## config.mk

```make
export PLATFORM = sky130hd
export DESIGN_NAME = rc_frame_to_wheel_speed_mixer
export DESIGN_NICKNAME = d
export VERILOG_FILES = /design/src/sv/rcfw_pkg.sv /design/src/sv/rcfw_cfg_regs.sv /design/src/sv/rcfw_frame_parser.sv /design/src/sv/rcfw_mixer.sv /design/src/sv/rc_frame_to_wheel_speed_mixer.sv
export SDC_FILE = /design/constraint.sdc
export NUM_CORES = 1
export LEC_CHECK = 0
export BUFFER_PORTS_ARGS = -buffer_cell sky130_fd_sc_hd__clkbuf_2
export CORE_MARGIN = 2
export CORE_UTILIZATION = 50
export DETAILED_ROUTE_END_ITERATION = 8
export GPL_ROUTABILITY_DRIVEN = 0
export PLACE_DENSITY = 0.66
export SLEW_MARGIN = 20
export SYNTH_ARGS = -nofsm -noshare
export SYNTH_HDL_FRONTEND = slang
export SYNTH_SLANG_ARGS = --single-unit
export TNS_END_PERCENT = 50
```

## constraint.sdc

```tcl
create_clock -name clk_i -period 11.8 [get_ports clk_i]
set_input_delay 0.59 -clock clk_i [delete_from_list [all_inputs] [get_ports clk_i]]
set_output_delay 0.59 -clock clk_i [all_outputs]
set_load 0.02 [all_outputs]
```

## src/sv/rcfw_pkg.sv

```systemverilog
// Shared types and constants of the receiver frame decoder and wheel speed mixer.
`default_nettype none

package rcfw_pkg;

  // Frame geometry
  localparam int unsigned NumChannels = 14;
  localparam int unsigned FrameLen    = 2 + 2 * NumChannels;
  localparam int unsigned PosW        = $clog2(FrameLen + 1);
  localparam int unsigned ChIdxW      = $clog2(NumChannels);

  // Header bytes
  localparam logic [7:0] HeaderB0 = 8'h20;
  localparam logic [7:0] HeaderB1 = 8'h40;

  // Widths of the mixer datapath
  localparam int unsigned DiffW = 17;
  localparam int unsigned ProdW = 26;
  localparam int unsigned SumW  = 27;
  localparam int unsigned RefW  = 32;

  // Configuration port
  localparam int unsigned CfgIdxW  = 3;
  localparam int unsigned CfgDataW = 16;

  typedef enum logic [CfgIdxW-1:0] {
    CfgSpinChannel     = 3'd0,
    CfgThrottleChannel = 3'd1,
    CfgSpinCenter      = 3'd2,
    CfgSpinGain        = 3'd3,
    CfgThrottleOffset  = 3'd4,
    CfgThrottleGain    = 3'd5,
    CfgDeadZone        = 3'd6
  } cfg_idx_e;

  // Register file contents
  typedef struct packed {
    logic [3:0]  spin_channel;
    logic [3:0]  throttle_channel;
    logic [15:0] spin_center;
    logic [7:0]  spin_gain;
    logic [15:0] throttle_offset;
    logic [7:0]  throttle_gain;
    logic [15:0] dead_zone;
  } cfg_t;

  // One received byte
  typedef struct packed {
    logic [7:0] rx_byte;
    logic       frame_start;
  } rcfw_in_t;

  // One mixer result
  typedef struct packed {
    logic                   frame_ok;
    logic signed [RefW-1:0] ref_left;
    logic signed [RefW-1:0] ref_right;
    logic                   reverse_left;
    logic                   reverse_right;
  } rcfw_out_t;

  // Channel pair read from the store for one completed frame
  typedef struct packed {
    logic        frame_ok;
    logic [15:0] spin_raw;
    logic [15:0] throttle_raw;
  } rcfw_chan_t;

endpackage

`default_nettype wire

```

## src/sv/rcfw_cfg_regs.sv

```systemverilog
// Configuration register file of the wheel speed mixer.
`default_nettype none

module rcfw_cfg_regs (
  input  wire logic                             clk_i,
  input  wire logic                             rst_ni,
  input  wire logic                             cfg_valid_i,
  output logic                                  cfg_ready_o,
  input  wire logic [rcfw_pkg::CfgIdxW-1:0]     cfg_index_i,
  input  wire logic [rcfw_pkg::CfgDataW-1:0]    cfg_data_i,
  output rcfw_pkg::cfg_t                        cfg_o
);
  import rcfw_pkg::*;

  cfg_t cfg_q;

  // Writes are always taken; an index beyond the list is dropped.
  assign cfg_ready_o = 1'b1;
  assign cfg_o       = cfg_q;

  // Register write decoder
  always_ff @(posedge clk_i or negedge rst_ni) begin
    if (!rst_ni) begin
      cfg_q.spin_channel     <= 4'd0;
      cfg_q.throttle_channel <= 4'd2;
      cfg_q.spin_center      <= 16'd1500;
      cfg_q.spin_gain        <= 8'd16;
      cfg_q.throttle_offset  <= 16'd1000;
      cfg_q.throttle_gain    <= 8'd51;
      cfg_q.dead_zone        <= 16'd320;
    end else if (cfg_valid_i) begin
      unique case (cfg_index_i)
        CfgSpinChannel:     cfg_q.spin_channel     <= cfg_data_i[3:0];
        CfgThrottleChannel: cfg_q.throttle_channel <= cfg_data_i[3:0];
        CfgSpinCenter:      cfg_q.spin_center      <= cfg_data_i;
        CfgSpinGain:        cfg_q.spin_gain        <= cfg_data_i[7:0];
        CfgThrottleOffset:  cfg_q.throttle_offset  <= cfg_data_i;
        CfgThrottleGain:    cfg_q.throttle_gain    <= cfg_data_i[7:0];
        CfgDeadZone:        cfg_q.dead_zone        <= cfg_data_i;
        default: ;
      endcase
    end
  end

endmodule

`default_nettype wire

```

## src/sv/rcfw_frame_parser.sv

```systemverilog
// Frame byte parser with header check, channel store and channel read stage.
`default_nettype none

module rcfw_frame_parser (
  input  wire logic                 clk_i,
  input  wire logic                 rst_ni,
  input  wire logic                 in_valid_i,
  output logic                      in_ready_o,
  input  wire rcfw_pkg::rcfw_in_t   in_req_i,
  input  wire rcfw_pkg::cfg_t       cfg_i,
  output logic                      chan_valid_o,
  input  wire logic                 chan_ready_i,
  output rcfw_pkg::rcfw_chan_t      chan_o
);
  import rcfw_pkg::*;

  logic [PosW-1:0]   pos_q, pos_eff;
  logic              header_q;
  logic [7:0]        low_hold_q;
  logic              done_q;
  logic              chan_v_q;
  rcfw_chan_t        chan_q;
  logic [15:0]       store_q [NumChannels];
  logic [NumChannels-1:0] vld_q;

  logic              accept, active, last_byte, adv_rd;
  logic              wr_en;
  logic [PosW-1:0]   ch_off;
  logic [ChIdxW-1:0] wr_idx, spin_idx, thr_idx;

  // Position of the current byte; a start flag restarts the frame.
  assign accept    = in_valid_i && in_ready_o;
  assign pos_eff   = in_req_i.frame_start ? '0 : pos_q;
  assign active    = pos_eff < PosW'(FrameLen);
  assign last_byte = accept && active && (pos_eff == PosW'(FrameLen - 1));
  assign ch_off    = (pos_eff - PosW'(3)) >> 1;
  assign wr_idx    = ch_off[ChIdxW-1:0];
  assign wr_en     = accept && active && (pos_eff >= PosW'(3)) && pos_eff[0] && header_q;

  // A finished frame waits here until the read stage is free; bytes are held off meanwhile.
  assign adv_rd     = done_q && (!chan_v_q || chan_ready_i);
  assign in_ready_o = !done_q || adv_rd;

  // Channel indices beyond the store fall back to the last channel.
  assign spin_idx = ({1'b0, cfg_i.spin_channel} >= 5'(NumChannels)) ?
                    ChIdxW'(NumChannels - 1) : cfg_i.spin_channel[ChIdxW-1:0];
  assign thr_idx  = ({1'b0, cfg_i.throttle_channel} >= 5'(NumChannels)) ?
                    ChIdxW'(NumChannels - 1) : cfg_i.throttle_channel[ChIdxW-1:0];

  // Frame control state
  always_ff @(posedge clk_i or negedge rst_ni) begin
    if (!rst_ni) begin
      pos_q    <= PosW'(FrameLen);
      header_q <= 1'b0;
      done_q   <= 1'b0;
      chan_v_q <= 1'b0;
      vld_q    <= '0;
    end else begin
      if (accept && active) begin
        pos_q <= pos_eff + PosW'(1);
        if (pos_eff == '0) begin
          header_q <= (in_req_i.rx_byte == HeaderB0);
        end else if (pos_eff == PosW'(1)) begin
          header_q <= header_q && (in_req_i.rx_byte == HeaderB1);
        end
      end else if (accept) begin
        pos_q <= pos_eff;
      end
      if (wr_en) begin
        vld_q[wr_idx] <= 1'b1;
      end
      done_q <= last_byte || (done_q && !adv_rd);
      if (adv_rd) begin
        chan_v_q <= 1'b1;
      end else if (chan_ready_i) begin
        chan_v_q <= 1'b0;
      end
    end
  end

  // Low byte hold and channel store writes
  always_ff @(posedge clk_i) begin
    if (accept && active && (pos_eff >= PosW'(2)) && !pos_eff[0]) begin
      low_hold_q <= in_req_i.rx_byte;
    end
    if (wr_en) begin
      store_q[wr_idx] <= {in_req_i.rx_byte, low_hold_q};
    end
  end

  // Registered read of the two selected channels; unwritten entries read as zero.
  always_ff @(posedge clk_i) begin
    if (adv_rd) begin
      chan_q.frame_ok     <= header_q;
      chan_q.spin_raw     <= vld_q[spin_idx] ? store_q[spin_idx] : 16'd0;
      chan_q.throttle_raw <= vld_q[thr_idx] ? store_q[thr_idx] : 16'd0;
    end
  end

  assign chan_valid_o = chan_v_q;
  assign chan_o       = chan_q;

  // Bytes are refused only while a finished frame is waiting for the read stage.
  a_ready_hold: assert property (@(posedge clk_i) disable iff (!rst_ni)
    !in_ready_o |-> done_q)
    else $error("input refused without a pending frame");

  // A pending frame is never dropped before it reaches the read stage.
  a_done_kept: assert property (@(posedge clk_i) disable iff (!rst_ni)
    done_q && !adv_rd |=> done_q)
    else $error("pending frame lost");

  // The byte position never runs past the idle value.
  a_pos_range: assert property (@(posedge clk_i) disable iff (!rst_ni)
    pos_q <= PosW'(FrameLen))
    else $error("byte position out of range");

endmodule

`default_nettype wire

```

## src/sv/rcfw_mixer.sv

```systemverilog
// Differential drive mixer: product stage and result register with dead zone.
`default_nettype none

module rcfw_mixer (
  input  wire logic                 clk_i,
  input  wire logic                 rst_ni,
  input  wire logic                 chan_valid_i,
  output logic                      chan_ready_o,
  input  wire rcfw_pkg::rcfw_chan_t chan_i,
  input  wire rcfw_pkg::cfg_t       cfg_i,
  output logic                      out_valid_o,
  input  wire logic                 out_ready_i,
  output rcfw_pkg::rcfw_out_t       out_rsp_o
);
  import rcfw_pkg::*;

  logic                    prod_v_q, res_v_q;
  logic                    prod_ok_q;
  logic signed [ProdW-1:0] spin_prod_q, thr_prod_q;
  rcfw_out_t               res_q;

  logic                    prod_ready, res_ready, prod_adv, res_adv;
  logic signed [DiffW-1:0] spin_diff, thr_diff;
  logic signed [ProdW-1:0] spin_prod, thr_prod;
  logic signed [SumW-1:0]  left_sum, right_sum, dz;
  logic                    in_dz, zero_out;
  logic signed [RefW-1:0]  left_ref, right_ref;

  // Stage handshakes
  assign res_ready    = !res_v_q || out_ready_i;
  assign prod_ready   = !prod_v_q || res_ready;
  assign chan_ready_o = prod_ready;
  assign prod_adv     = chan_valid_i && prod_ready;
  assign res_adv      = prod_v_q && res_ready;

  // Centred channel values times gain; results fit well inside 32 bits.
  assign spin_diff = signed'({1'b0, chan_i.spin_raw} - {1'b0, cfg_i.spin_center});
  assign thr_diff  = signed'({1'b0, chan_i.throttle_raw} - {1'b0, cfg_i.throttle_offset});
  assign spin_prod = spin_diff * signed'({1'b0, cfg_i.spin_gain});
  assign thr_prod  = thr_diff * signed'({1'b0, cfg_i.throttle_gain});

  // Wheel sums and dead zone test on the left wheel.
  assign left_sum  = {thr_prod_q[ProdW-1], thr_prod_q} + {spin_prod_q[ProdW-1], spin_prod_q};
  assign right_sum = {thr_prod_q[ProdW-1], thr_prod_q} - {spin_prod_q[ProdW-1], spin_prod_q};
  assign dz        = signed'({{(SumW - 16){1'b0}}, cfg_i.dead_zone});
  assign in_dz     = (left_sum <= dz) && (left_sum >= -dz);
  assign zero_out  = !prod_ok_q || in_dz;
  assign left_ref  = zero_out ? '0 : {{(RefW - SumW){left_sum[SumW-1]}}, left_sum};
  assign right_ref = zero_out ? '0 : {{(RefW - SumW){right_sum[SumW-1]}}, right_sum};

  // Stage valid flags
  always_ff @(posedge clk_i or negedge rst_ni) begin
    if (!rst_ni) begin
      prod_v_q <= 1'b0;
      res_v_q  <= 1'b0;
    end else begin
      if (prod_ready) begin
        prod_v_q <= chan_valid_i;
      end
      if (res_ready) begin
        res_v_q <= prod_v_q;
      end
    end
  end

  // Datapath registers
  always_ff @(posedge clk_i) begin
    if (prod_adv) begin
      prod_ok_q   <= chan_i.frame_ok;
      spin_prod_q <= spin_prod;
      thr_prod_q  <= thr_prod;
    end
    if (res_adv) begin
      res_q.frame_ok      <= prod_ok_q;
      res_q.ref_left      <= left_ref;
      res_q.ref_right     <= right_ref;
      res_q.reverse_left  <= left_ref[RefW-1];
      res_q.reverse_right <= right_ref[RefW-1];
    end
  end

  assign out_valid_o = res_v_q;
  assign out_rsp_o   = res_q;

  // A frame with a bad header always gives zero references.
  a_bad_header_zero: assert property (@(posedge clk_i) disable iff (!rst_ni)
    res_v_q && !res_q.frame_ok |-> res_q.ref_left == '0 && res_q.ref_right == '0)
    else $error("bad header frame with non-zero references");

  // A zero left reference lies in the dead zone, so the right one is zeroed too.
  a_left_zero_right_zero: assert property (@(posedge clk_i) disable iff (!rst_ni)
    res_v_q && res_q.ref_left == '0 |-> res_q.ref_right == '0)
    else $error("right reference not zeroed with left");

  // A waiting result stays valid and keeps its value until it is taken.
  a_result_held: assert property (@(posedge clk_i) disable iff (!rst_ni)
    res_v_q && !out_ready_i |=> res_v_q && $stable(res_q))
    else $error("stalled result changed");

endmodule

`default_nettype wire

```

## src/sv/rc_frame_to_wheel_speed_mixer.sv

```systemverilog
// Top level of the receiver frame decoder and differential drive wheel speed mixer.
//
//   Channel  Direction  Handshake                 Payload
//   in       input      in_valid_i / in_ready_o    rcfw_in_t: rx_byte, frame_start
//   out      output     out_valid_o / out_ready_i  rcfw_out_t: frame_ok, refs, reverse flags
//   cfg      input      cfg_valid_i / cfg_ready_o  cfg_index_i, cfg_data_i
//
// One byte is taken per cycle unless bytes are refused as below. A frame's last byte passes
// through the channel read, product stage and result register to give its result.
// Reset clears the frame position to idle, the header flag and the store valid bits.
// A byte is refused only while a finished frame waits for the channel read stage,
// which happens when the output has been stalled for more than three results.
`default_nettype none

module rc_frame_to_wheel_speed_mixer (
  input  wire logic                          clk_i,
  input  wire logic                          rst_ni,
  input  wire logic                          in_valid_i,
  output logic                               in_ready_o,
  input  wire rcfw_pkg::rcfw_in_t            in_req_i,
  output logic                               out_valid_o,
  input  wire logic                          out_ready_i,
  output rcfw_pkg::rcfw_out_t                out_rsp_o,
  input  wire logic                          cfg_valid_i,
  output logic                               cfg_ready_o,
  input  wire logic [rcfw_pkg::CfgIdxW-1:0]  cfg_index_i,
  input  wire logic [rcfw_pkg::CfgDataW-1:0] cfg_data_i
);
  import rcfw_pkg::*;

  cfg_t       cfg;
  rcfw_chan_t chan;
  logic       chan_valid, chan_ready;

  // Configuration registers
  rcfw_cfg_regs u_cfg_regs (
    .clk_i       (clk_i),
    .rst_ni      (rst_ni),
    .cfg_valid_i (cfg_valid_i),
    .cfg_ready_o (cfg_ready_o),
    .cfg_index_i (cfg_index_i),
    .cfg_data_i  (cfg_data_i),
    .cfg_o       (cfg)
  );

  // Frame parsing and channel store
  rcfw_frame_parser u_frame_parser (
    .clk_i        (clk_i),
    .rst_ni       (rst_ni),
    .in_valid_i   (in_valid_i),
    .in_ready_o   (in_ready_o),
    .in_req_i     (in_req_i),
    .cfg_i        (cfg),
    .chan_valid_o (chan_valid),
    .chan_ready_i (chan_ready),
    .chan_o       (chan)
  );

  // Wheel speed mixing
  rcfw_mixer u_mixer (
    .clk_i        (clk_i),
    .rst_ni       (rst_ni),
    .chan_valid_i (chan_valid),
    .chan_ready_o (chan_ready),
    .chan_i       (chan),
    .cfg_i        (cfg),
    .out_valid_o  (out_valid_o),
    .out_ready_i  (out_ready_i),
    .out_rsp_o    (out_rsp_o)
  );

endmodule

`default_nettype wire
```

Yosys cells after proc, flatten, opt, wreduce, memory -nomap -nowiden
Memories as Yosys holds them, arrays and structs flattened. A register that Yosys moved wholly into a read port is not among the register bits.
Index checks and enable logic that the tools add are counted.
{"block": "word_totals", "ff_bits": 215, "mem_bits_rw": 224, "input_bits": 33, "out_inout_bits": 70, "elab_cells": 116, "n_memories": 1}
{"block": "classes", "n_addsub": 7, "mul": 2, "order_cmp": 11, "n_eq_ne": 10, "mux": 17, "bitwise_logic": 1, "reduce_logical": 43}
{"memory": "u_frame_parser.store_q", "words": 14, "width": 16, "rd": 2, "rd_clocked_by_memory_dff": 2, "wr": 1, "line_no": "rcfw_frame_parser.sv:23", "source": "logic [15:0] store_q [NumChannels];"}
{"cell": "multiplier 17 x 9 -> 26 bit", "n": 2}
{"cell": "subtractor 16 x 16 -> 17 bit", "n": 2}
{"cell": "adder 26 x 26 -> 27 bit", "n": 1}
{"cell": ">= comparator 27 bit", "n": 1}
{"cell": "less-or-equal comparator 27 x 17 -> 1 bit", "n": 1}
{"cell": "negator 16 -> 27 bit", "n": 1}
{"cell": "subtractor 26 x 26 -> 27 bit", "n": 1}
{"cell": "AND reduction 2 bit", "n": 8}
{"cell": "logical AND 1 bit", "n": 15}
{"cell": "< comparator 4 x 5 -> 1 bit, second input constant", "n": 3}
{"cell": "2-to-1 mux 5 bit", "n": 3}
{"cell": "bitwise OR 14 bit", "n": 1}
{"cell": ">= comparator 5 x 2 -> 1 bit, second input constant", "n": 2}
{"cell": "== test 3 bit, second input constant", "n": 3}
{"cell": "zero test 1 bit", "n": 9}
{"cell": "2-to-1 mux 1 bit", "n": 9}
{"cell": "binary-select mux 1 bit (select 4 bit)", "n": 2}
{"cell": "== test 8 x 6 -> 1 bit, second input constant", "n": 1}
{"cell": "== test 8 x 7 -> 1 bit, second input constant", "n": 1}
{"cell": ">= comparator 4 bit, second input constant", "n": 2}
{"cell": "2-to-1 mux 4 bit", "n": 2}
{"cell": "== test 3 x 2 -> 1 bit, second input constant", "n": 2}
{"cell": "logical OR 1 bit", "n": 6}
{"cell": "nonzero test 2 bit", "n": 3}
{"cell": "10 further kinds", "n": 10}

Longest topological paths before layout
Gate-level depths: netlist (run 1).
{"block": "logic_depth", "depth_word": 13, "ltp_mapped": 33, "depth_no_buf": 33}

By module
From an unflattened synthesis (run 1), not the netlist that was laid out.
{"block": "hier_totals", "hier_cells": 3185, "area_unflattened_um2": 35881.9}
{"mod": "rcfw_mixer", "instances": 1, "cells_per_inst": 2246, "area_per_inst_um2": 19612.6, "seq_area_each_um2": 3263.1}
{"mod": "rcfw_frame_parser", "instances": 1, "cells_per_inst": 778, "area_per_inst_um2": 13354.1, "seq_area_each_um2": 8513.2}
{"mod": "rcfw_cfg_regs", "instances": 1, "cells_per_inst": 161, "area_per_inst_um2": 2915.3, "seq_area_each_um2": 1828.0}

Least setup slack after synthesis (run 1)
Ideal clock, no wire load.
{"block": "synth_timing", "kind": "flip-flop to flip-flop", "start": "register u_cfg_regs.cfg_q (netlist bit u_cfg_regs.cfg_o[24])", "end": "register u_mixer.thr_prod_q[25], data pin", "setup_ns": 0.268, "t_arrival_ns": 7.043, "t_required_ns": 11.532, "setup_slack_ns": 4.489, "path_stages_with_launch": 31, "path_buffers": 0, "synth_period_minus_slack_ns": 7.311, "cell_sequence": "dfrtp_1 ha_1 fa_1 nor2b_1 o21ai_0 a21boi_0 o21ai_0 a21boi_0 o21ai_0 nand2b_1 xor2_1 nand2_1 fa_1 inv_1 fa_1 fa_1 inv_1 fa_1 inv_1 ha_1 o21a_1 o21ai_0 a21oi_1 o311a_1 o311a_1 or4b_1 a31oi_1 nor2b_1 o21a_1 o41ai_1 xnor2_1"}
{"block": "synth_between", "elab_chain_cells": 2}
{"item": "start, declared", "line_no": "rcfw_cfg_regs.sv:15", "source": "cfg_t cfg_q;"}
{"item": "subtractor 16 x 16 -> 17 bit", "line_no": "rcfw_mixer.sv:38", "source": "assign thr_diff = signed'({1'b0, chan_i.throttle_raw} - {1'b0, cfg_i.throttle_offset});"}
{"item": "multiplier 17 x 9 -> 26 bit", "line_no": "rcfw_mixer.sv:40", "source": "assign thr_prod = thr_diff * signed'({1'b0, cfg_i.throttle_gain});"}
{"item": "via u_mixer.thr_prod[25]", "line_no": "rcfw_mixer.sv:24", "source": "logic signed [ProdW-1:0] spin_prod, thr_prod;"}
{"item": "end signal, assigned", "line_no": "rcfw_mixer.sv:71", "source": "thr_prod_q <= thr_prod;"}
{"item": "end, declared", "line_no": "rcfw_mixer.sv:19", "source": "logic signed [ProdW-1:0] spin_prod_q, thr_prod_q;"}
The timed path passes the listed nets, and every way through them passes these cells.
A chain may end at the register's enable or synchronous reset.

Final worst setup path (run 1)
Ends and elaborated chain as after synthesis.

==> results of run 1 <==
==> area by class of cell <==
| class | instances | area, µm² | area share, % |
|---|---|---|---|
| clock inverter | 36 | 347 | 0.917 |
| timing repair buffer | 140 | 803 | 2.13 |
| sequential | 468 | 13600 | 36.0 |
| clock buffer | 61 | 1360 | 3.59 |
| tap | 931 | 1160 | 3.08 |
| antenna | 3 | 7.51 | 0.0199 |
| inverter | 454 | 1700 | 4.51 |
| multi-input combinational | 2292 | 18800 | 49.7 |
==> layout by cell type, fill, tap and decap left out, types with 16 or more instances in the layout <==
cell,instances
nand3_1,49
nor2b_1,76
xnor2_1,103
inv_1,451
clkbuf_2,100
or2_2,22
dfstp_2,25
buf_4,39
nand2_1,383
nand2b_1,32
a21oi_1,163
mux2_2,74
edfxtp_1,372
mux2i_1,82
o22ai_1,29
ha_1,235
a21o_1,35
dfrtp_1,67
nor2_1,169
xor2_1,16
nor3_1,49
mux4_2,22
a31oi_1,25
fa_1,220
a211oi_1,61
and2_1,126
o21ai_0,125
clkbuf_16,53
==> per-stage QoR <==
step / setup slack, ps / instances / hold slack, ps
2_1_floorplan: 4490 / 3356 / 294
4_1_cts: 3700 / 4382 / 238
3_3_place_gp: 3900 / 4284 / 462
5_1_grt: 2940 / 4383 / 265
6_report: 3700 / 4385 / 252
3_5_place_dp: 3740 / 4284 / 477
==> per-layer routing <==
| layer | up-vias | wire (µm) | track usage [%] |
|---|---|---|---|
| met5 | - | 109 | 0 |
| met2 | 804 | 42200 | 43.3 |
| met1 | 11716 | 35700 | 31.1 |
| met4 | 16 | 3580 | 10.2 |
| li1 | 11523 | - | - |
| met3 | 197 | 5820 | 4.14 |
==> final timing paths <==
| kind | startpoint | to | slack, ps | cells past startpoint |
|---|---|---|---|---|
| setup / recovery | u_cfg_regs.cfg_o[24]$_DFFE_PN0P_ | u_mixer.thr_prod_q[25]$_DFFE_PP_ | 3700 | 31 |
| hold / removal | cfg_data_i[13] | u_cfg_regs.cfg_o[61]$_DFFE_PN0P_ | 250 | 3 |
| setup reg to reg | u_cfg_regs.cfg_o[24]$_DFFE_PN0P_ | u_mixer.thr_prod_q[25]$_DFFE_PP_ | 3700 | 31 |
| hold reg to reg | u_frame_parser.done_q$_DFF_PN0_ | u_frame_parser.chan_valid_o$_DFFE_PN0P_ | 490 | 1 |
| max in group asynchronous | rst_ni | u_cfg_regs.cfg_o[64]$_DFFE_PN0P_ | 10100 | 3 |
| min in group asynchronous | rst_ni | u_mixer.prod_v_q$_DFFE_PN0P_ | 450 | 2 |
==> logic make-up (layout without fill, tap and decap cells) <==
group | Yosys count | after routing | synth area share [%]
AO/OA/AOI/OAI | 557 | 557 | 10.1
multiplexers | 178 | 178 | 6.21
XOR/XNOR | 119 | 119 | 3.01
AND/OR/NAND/NOR | 982 | 982 | 13.4
adder cells (fa/ha/maj) | 455 | 455 | 21.2
buffers and inverters | 596 | 691 | 6.67
other | 1 | 4 | 0.0108
flip-flops | 468 | 468 | 39.3
==> sequential cells by signal, summed over array words and instances (netlist names) <==
signal	cells
u_frame_parser.chan_o	33
u_frame_parser.header_q	1
u_mixer.prod_ok_q	1
u_frame_parser.store_q	224
u_frame_parser.pos_q	5
u_mixer.prod_v_q	1
u_mixer.thr_prod_q	26
u_mixer.spin_prod_q	26
u_cfg_regs.cfg_o	72
u_frame_parser.low_hold_q	8
u_frame_parser.chan_valid_o	1
u_mixer.out_rsp_o	54
u_frame_parser.vld_q	14
u_mixer.out_valid_o	1
u_frame_parser.done_q	1
==> repair_timing <==
action | 4_1_cts | 5_1_grt
resized for setup | 0 | 0
hold buffers | 1 | 0
hold endpoints to repair | 17 | 0
==> critical path, delay by kind of cell, from the launching register on <==
family	cells	cell delay, ps
AND/OR/NAND/NOR	6	970
flip-flops	1	380
AO/OA/AOI/OAI	13	2690
adder cells (fa/ha/maj)	7	2930
buffers and inverters	3	140
XOR/XNOR	2	690
==> results.toml, run 1 <==
[synthesis]
synthTopCellsByArea = "edfxtp_1 32%, fa_1 13%, ha_1 8.5%, dfrtp_1 5.1%, inv_1 4.9%"
yosysTopAreaCell = "edfxtp_1"
yosys_warnings = 0
ys_ff_latch = 468
ys_seq_area_share_pct = 39.3
synth_area_um2 = 34600
yosysMostFrequentCell = "inv_1"
synth_edf_count = 372
synth_top_area_share_pct = 32.3
syn_inst = 3356
ys.flop_type = "edfxtp_1"
yosysUniqueCellTypes = 73
synthTopCellsByCount = "451 x inv_1, 383 x nand2_1, 372 x edfxtp_1"
async_flop_share_pct = 20.5
postSynthAreaPerCell_um2 = 10.3
synth_fp_nets = 3844

[timing]
setup_viol = 0
period_needed_ps = 8100
hold_viol_final = 0
report.final.slew_viol_count = 0
timing.slew.headroom_pct = 35.0
clock.fmax_mhz = 123
clock-skew-final_ps = 42.3
tightestPinTransition_ps = 962
timing.final.crit_share_pct = 68.6
rsz0062_at_grt = "no"
setup_tns_ps = 0

[placement]
port_buffers = 101
dp_hpwl_mm = 62.5
place_area_um2 = 36100

[cts]
cts_max_level = 2
clock_latency_ps = 630
cts_made_buffers = 52
cts.clk_slew.worst_paths_ps = 60
post_cts_buffers = 0
clockBufferDepth = 3
root_buffer = "clkbuf_16"
cts_tree = "built"
numClockSinks = 468

[route]
viasPerCell = 5.53
drt_pre_antenna_iters = 6
drtIter0Drc = 1805
via_count = 24256
routed_wl_mm = 87.4
avgRoutedWirePerCell_um = 19.9
drc_errors = 0
ant_nets = 0

[worst_setup_path]
cp_max_fo = 8
cpPeakStageDelay_ps = 570
cpMostUsedCell = "fa_1"
cp-end-kind = "flip-flop"
crit_slowest_cell = "xnor2_1"
startpoint_type = "flip-flop"
cp.required_ps = 12140
worstSetupPathType = "flip-flop to flip-flop"
critPathArrivalTime_ps = 8440

[die]
num_rows = 96
core_area_um2 = 68600
dieHeight_um = 267
die_area_um2 = 71300
io_pins = 103
initial_core_util_pct = 50.5
die_w_um = 267

[hold_path]
hold_class = "primary input to flip-flop"

[grt]
antenna_found_initial = 11
grt_max_degree = 67
grt_pass1_wl_mm = 137
grt_pass1_vias = 24316
grt_usage_pct = 25.0
grt.overflow.total = 0

[finish]
utilization_pct = 55.1
nFillCells = 5944
area_delta_synth_final_pct = 9.19
fin_area_um2 = 37800
final_layout_size_suffix_gt1_share_pct = 11.6
final_nets = 3896

[status]
status = "completed"

[run]
maxCapViolations = 0
Power of run 1 is not shown: default switching activity piles up to over one toggle a cycle in this logic, so the estimate is an artifact.
==> run 2, diff against run 1 <==
Clock period 11.8 ns to 7.9 ns, I/O delays scaled along.
==> results.toml, run 2 (synthesis gave the netlist of run 1 again) <==
[finish]
area_delta_synth_final_pct = 10.1
final_nets = 3914
layout_commonest_cell = "inv_1"
largest_register = "u_frame_parser.store_q"
final_layout_size_suffix_gt1_share_pct = 12.3
final_cell_mix = "451 x inv_1, 383 x nand2_1, 372 x edfxtp_1"
largest_reg_flops = 224

[grt]
grt_pass1_wl_mm = 137
grt.overflow.total = 0
antenna_found_initial = 10
grt_max_degree = 55
grt_usage_pct = 25.0
grt_pass1_vias = 24211

[run]
maxCapViolations = 0

[die]
core_area_um2 = 68600
initial_core_util_pct = 50.5
io_pins = 103
die_area_um2 = 71300
die_w_um = 267
dieHeight_um = 267
num_rows = 96

[cts]
clock_latency_ps = 620
root_buffer = "clkbuf_16"
post_cts_buffers = 0
clockBufferDepth = 3
cts.clk_slew.worst_paths_ps = 60
cts_made_buffers = 52
cts_max_level = 2
cts_tree = "built"
numClockSinks = 468

[route]
avgRoutedWirePerCell_um = 20.0
viasPerCell = 5.54
via_count = 24385
routed_wl_mm = 88.2
drc_errors = 0
drt_pre_antenna_iters = 6
ant_nets = 0
drtIter0Drc = 1632

[timing]
timing.slew.headroom_pct = 28.6
tightestPinTransition_ps = 1060
period_needed_ps = 7520
whs_ps = 37.1
setup_viol = 0
report.final.slew_viol_count = 0
hold_viol_final = 0
setup_tns_ps = 0
timing.final.crit_share_pct = 95.2
clock.fmax_mhz = 133
clock-skew-final_ps = 28.5
rsz0062_at_grt = "yes"

[worst_setup_path]
cpMostUsedCell = "fa_1"
crit_slowest_cell = "fa_1"
cp_max_fo = 8
critPathArrivalTime_ps = 7870
cpPeakStageDelay_ps = 530
worstSetupPathType = "flip-flop to flip-flop"
cp.required_ps = 8250
cp-end-kind = "flip-flop"
startpoint_type = "flip-flop"

[hold_path]
hold_class = "primary input to flip-flop"

[placement]
port_buffers = 101
dp_hpwl_mm = 63.5

[status]
status = "completed"
-- run 2: cell types whose count changed in the layout (fill, tap and decap cells not counted), sizes merged --
cell,previous run,this run
buf,39,57
bufinv,4,9
clkbuf,161,164
clkinv,27,22
clkinvlp,6,2
diode,3,4
-- run 2: cell type report --
cell class	instances	area, µm²
well taps	931	1160
diodes	4	10.0
flip-flops and latches	468	13600
clock buffers	64	1380
multi-input cells	2292	18900
inverters	454	1700
fillers	5964	30500
clock inverters	32	445
repair buffers	158	938
-- run 2: timing repair --
| item | 4_1_cts | 5_1_grt |
|---|---|---|
| endpoints found under the hold margin | 34 | 0 |
| gates resized for setup | 0 | 12 |
| hold buffers | 1 | 0 |
| setup endpoints to repair | 0 | 4 |
-- run 2: worst max-delay path, delay by kind of cell (launching register included) --
kind / cells / cell delay [ps]
and+or+nand+nor: 5 / 850
xor gates and xnor gates: 2 / 250
buffers and inverters: 4 / 310
adders and majority gates: 7 / 2970
DFF: 1 / 380
AOI/OAI and AO/OA: 13 / 2490
-- run 2: path summary, 6_finish.rpt --
path | depth (start not counted) | start | slack [ps] | to
max reg2reg | 31 | u_cfg_regs.cfg_o[24]$_DFFE_PN0P_ | 380 | u_mixer.thr_prod_q[25]$_DFFE_PP_
max | 31 | u_cfg_regs.cfg_o[24]$_DFFE_PN0P_ | 380 | u_mixer.thr_prod_q[25]$_DFFE_PP_
min reg2reg | 1 | u_frame_parser.done_q$_DFF_PN0_ | 480 | u_frame_parser.chan_valid_o$_DFFE_PN0P_
min in group asynchronous | 2 | rst_ni | 310 | u_frame_parser.pos_q[0]$_DFFE_PN0P_
min | 3 | cfg_data_i[10] | 40 | u_cfg_regs.cfg_o[58]$_DFFE_PN1P_
max in group asynchronous | 3 | rst_ni | 6410 | u_cfg_regs.cfg_o[12]$_DFFE_PN0P_
-- run 2: stage by stage --
step	utilization [%]	std cells	setup WS, ps	cell area [µm²]
6_report	55.6	4403	377	38100
5_1_grt	55.5	4399	-31.9	38100
4_1_cts	55.5	4399	69.1	38000
3_5_place_dp	52.8	4302	130	36200
3_3_place_gp	52.8	4302	252	36200
2_1_floorplan	-	3356	589	34600
-- run 2: routing by layer --
layer	GRT usage [%]	part of all wire (%)	vias up
met5	0	0.11	-
met4	10.1	4.2	16
met3	4.02	5.9	214
met2	43.4	48	764
met1	31.1	41	11835
li1	-	-	11556
Power of run 2 is left out for the same reason.
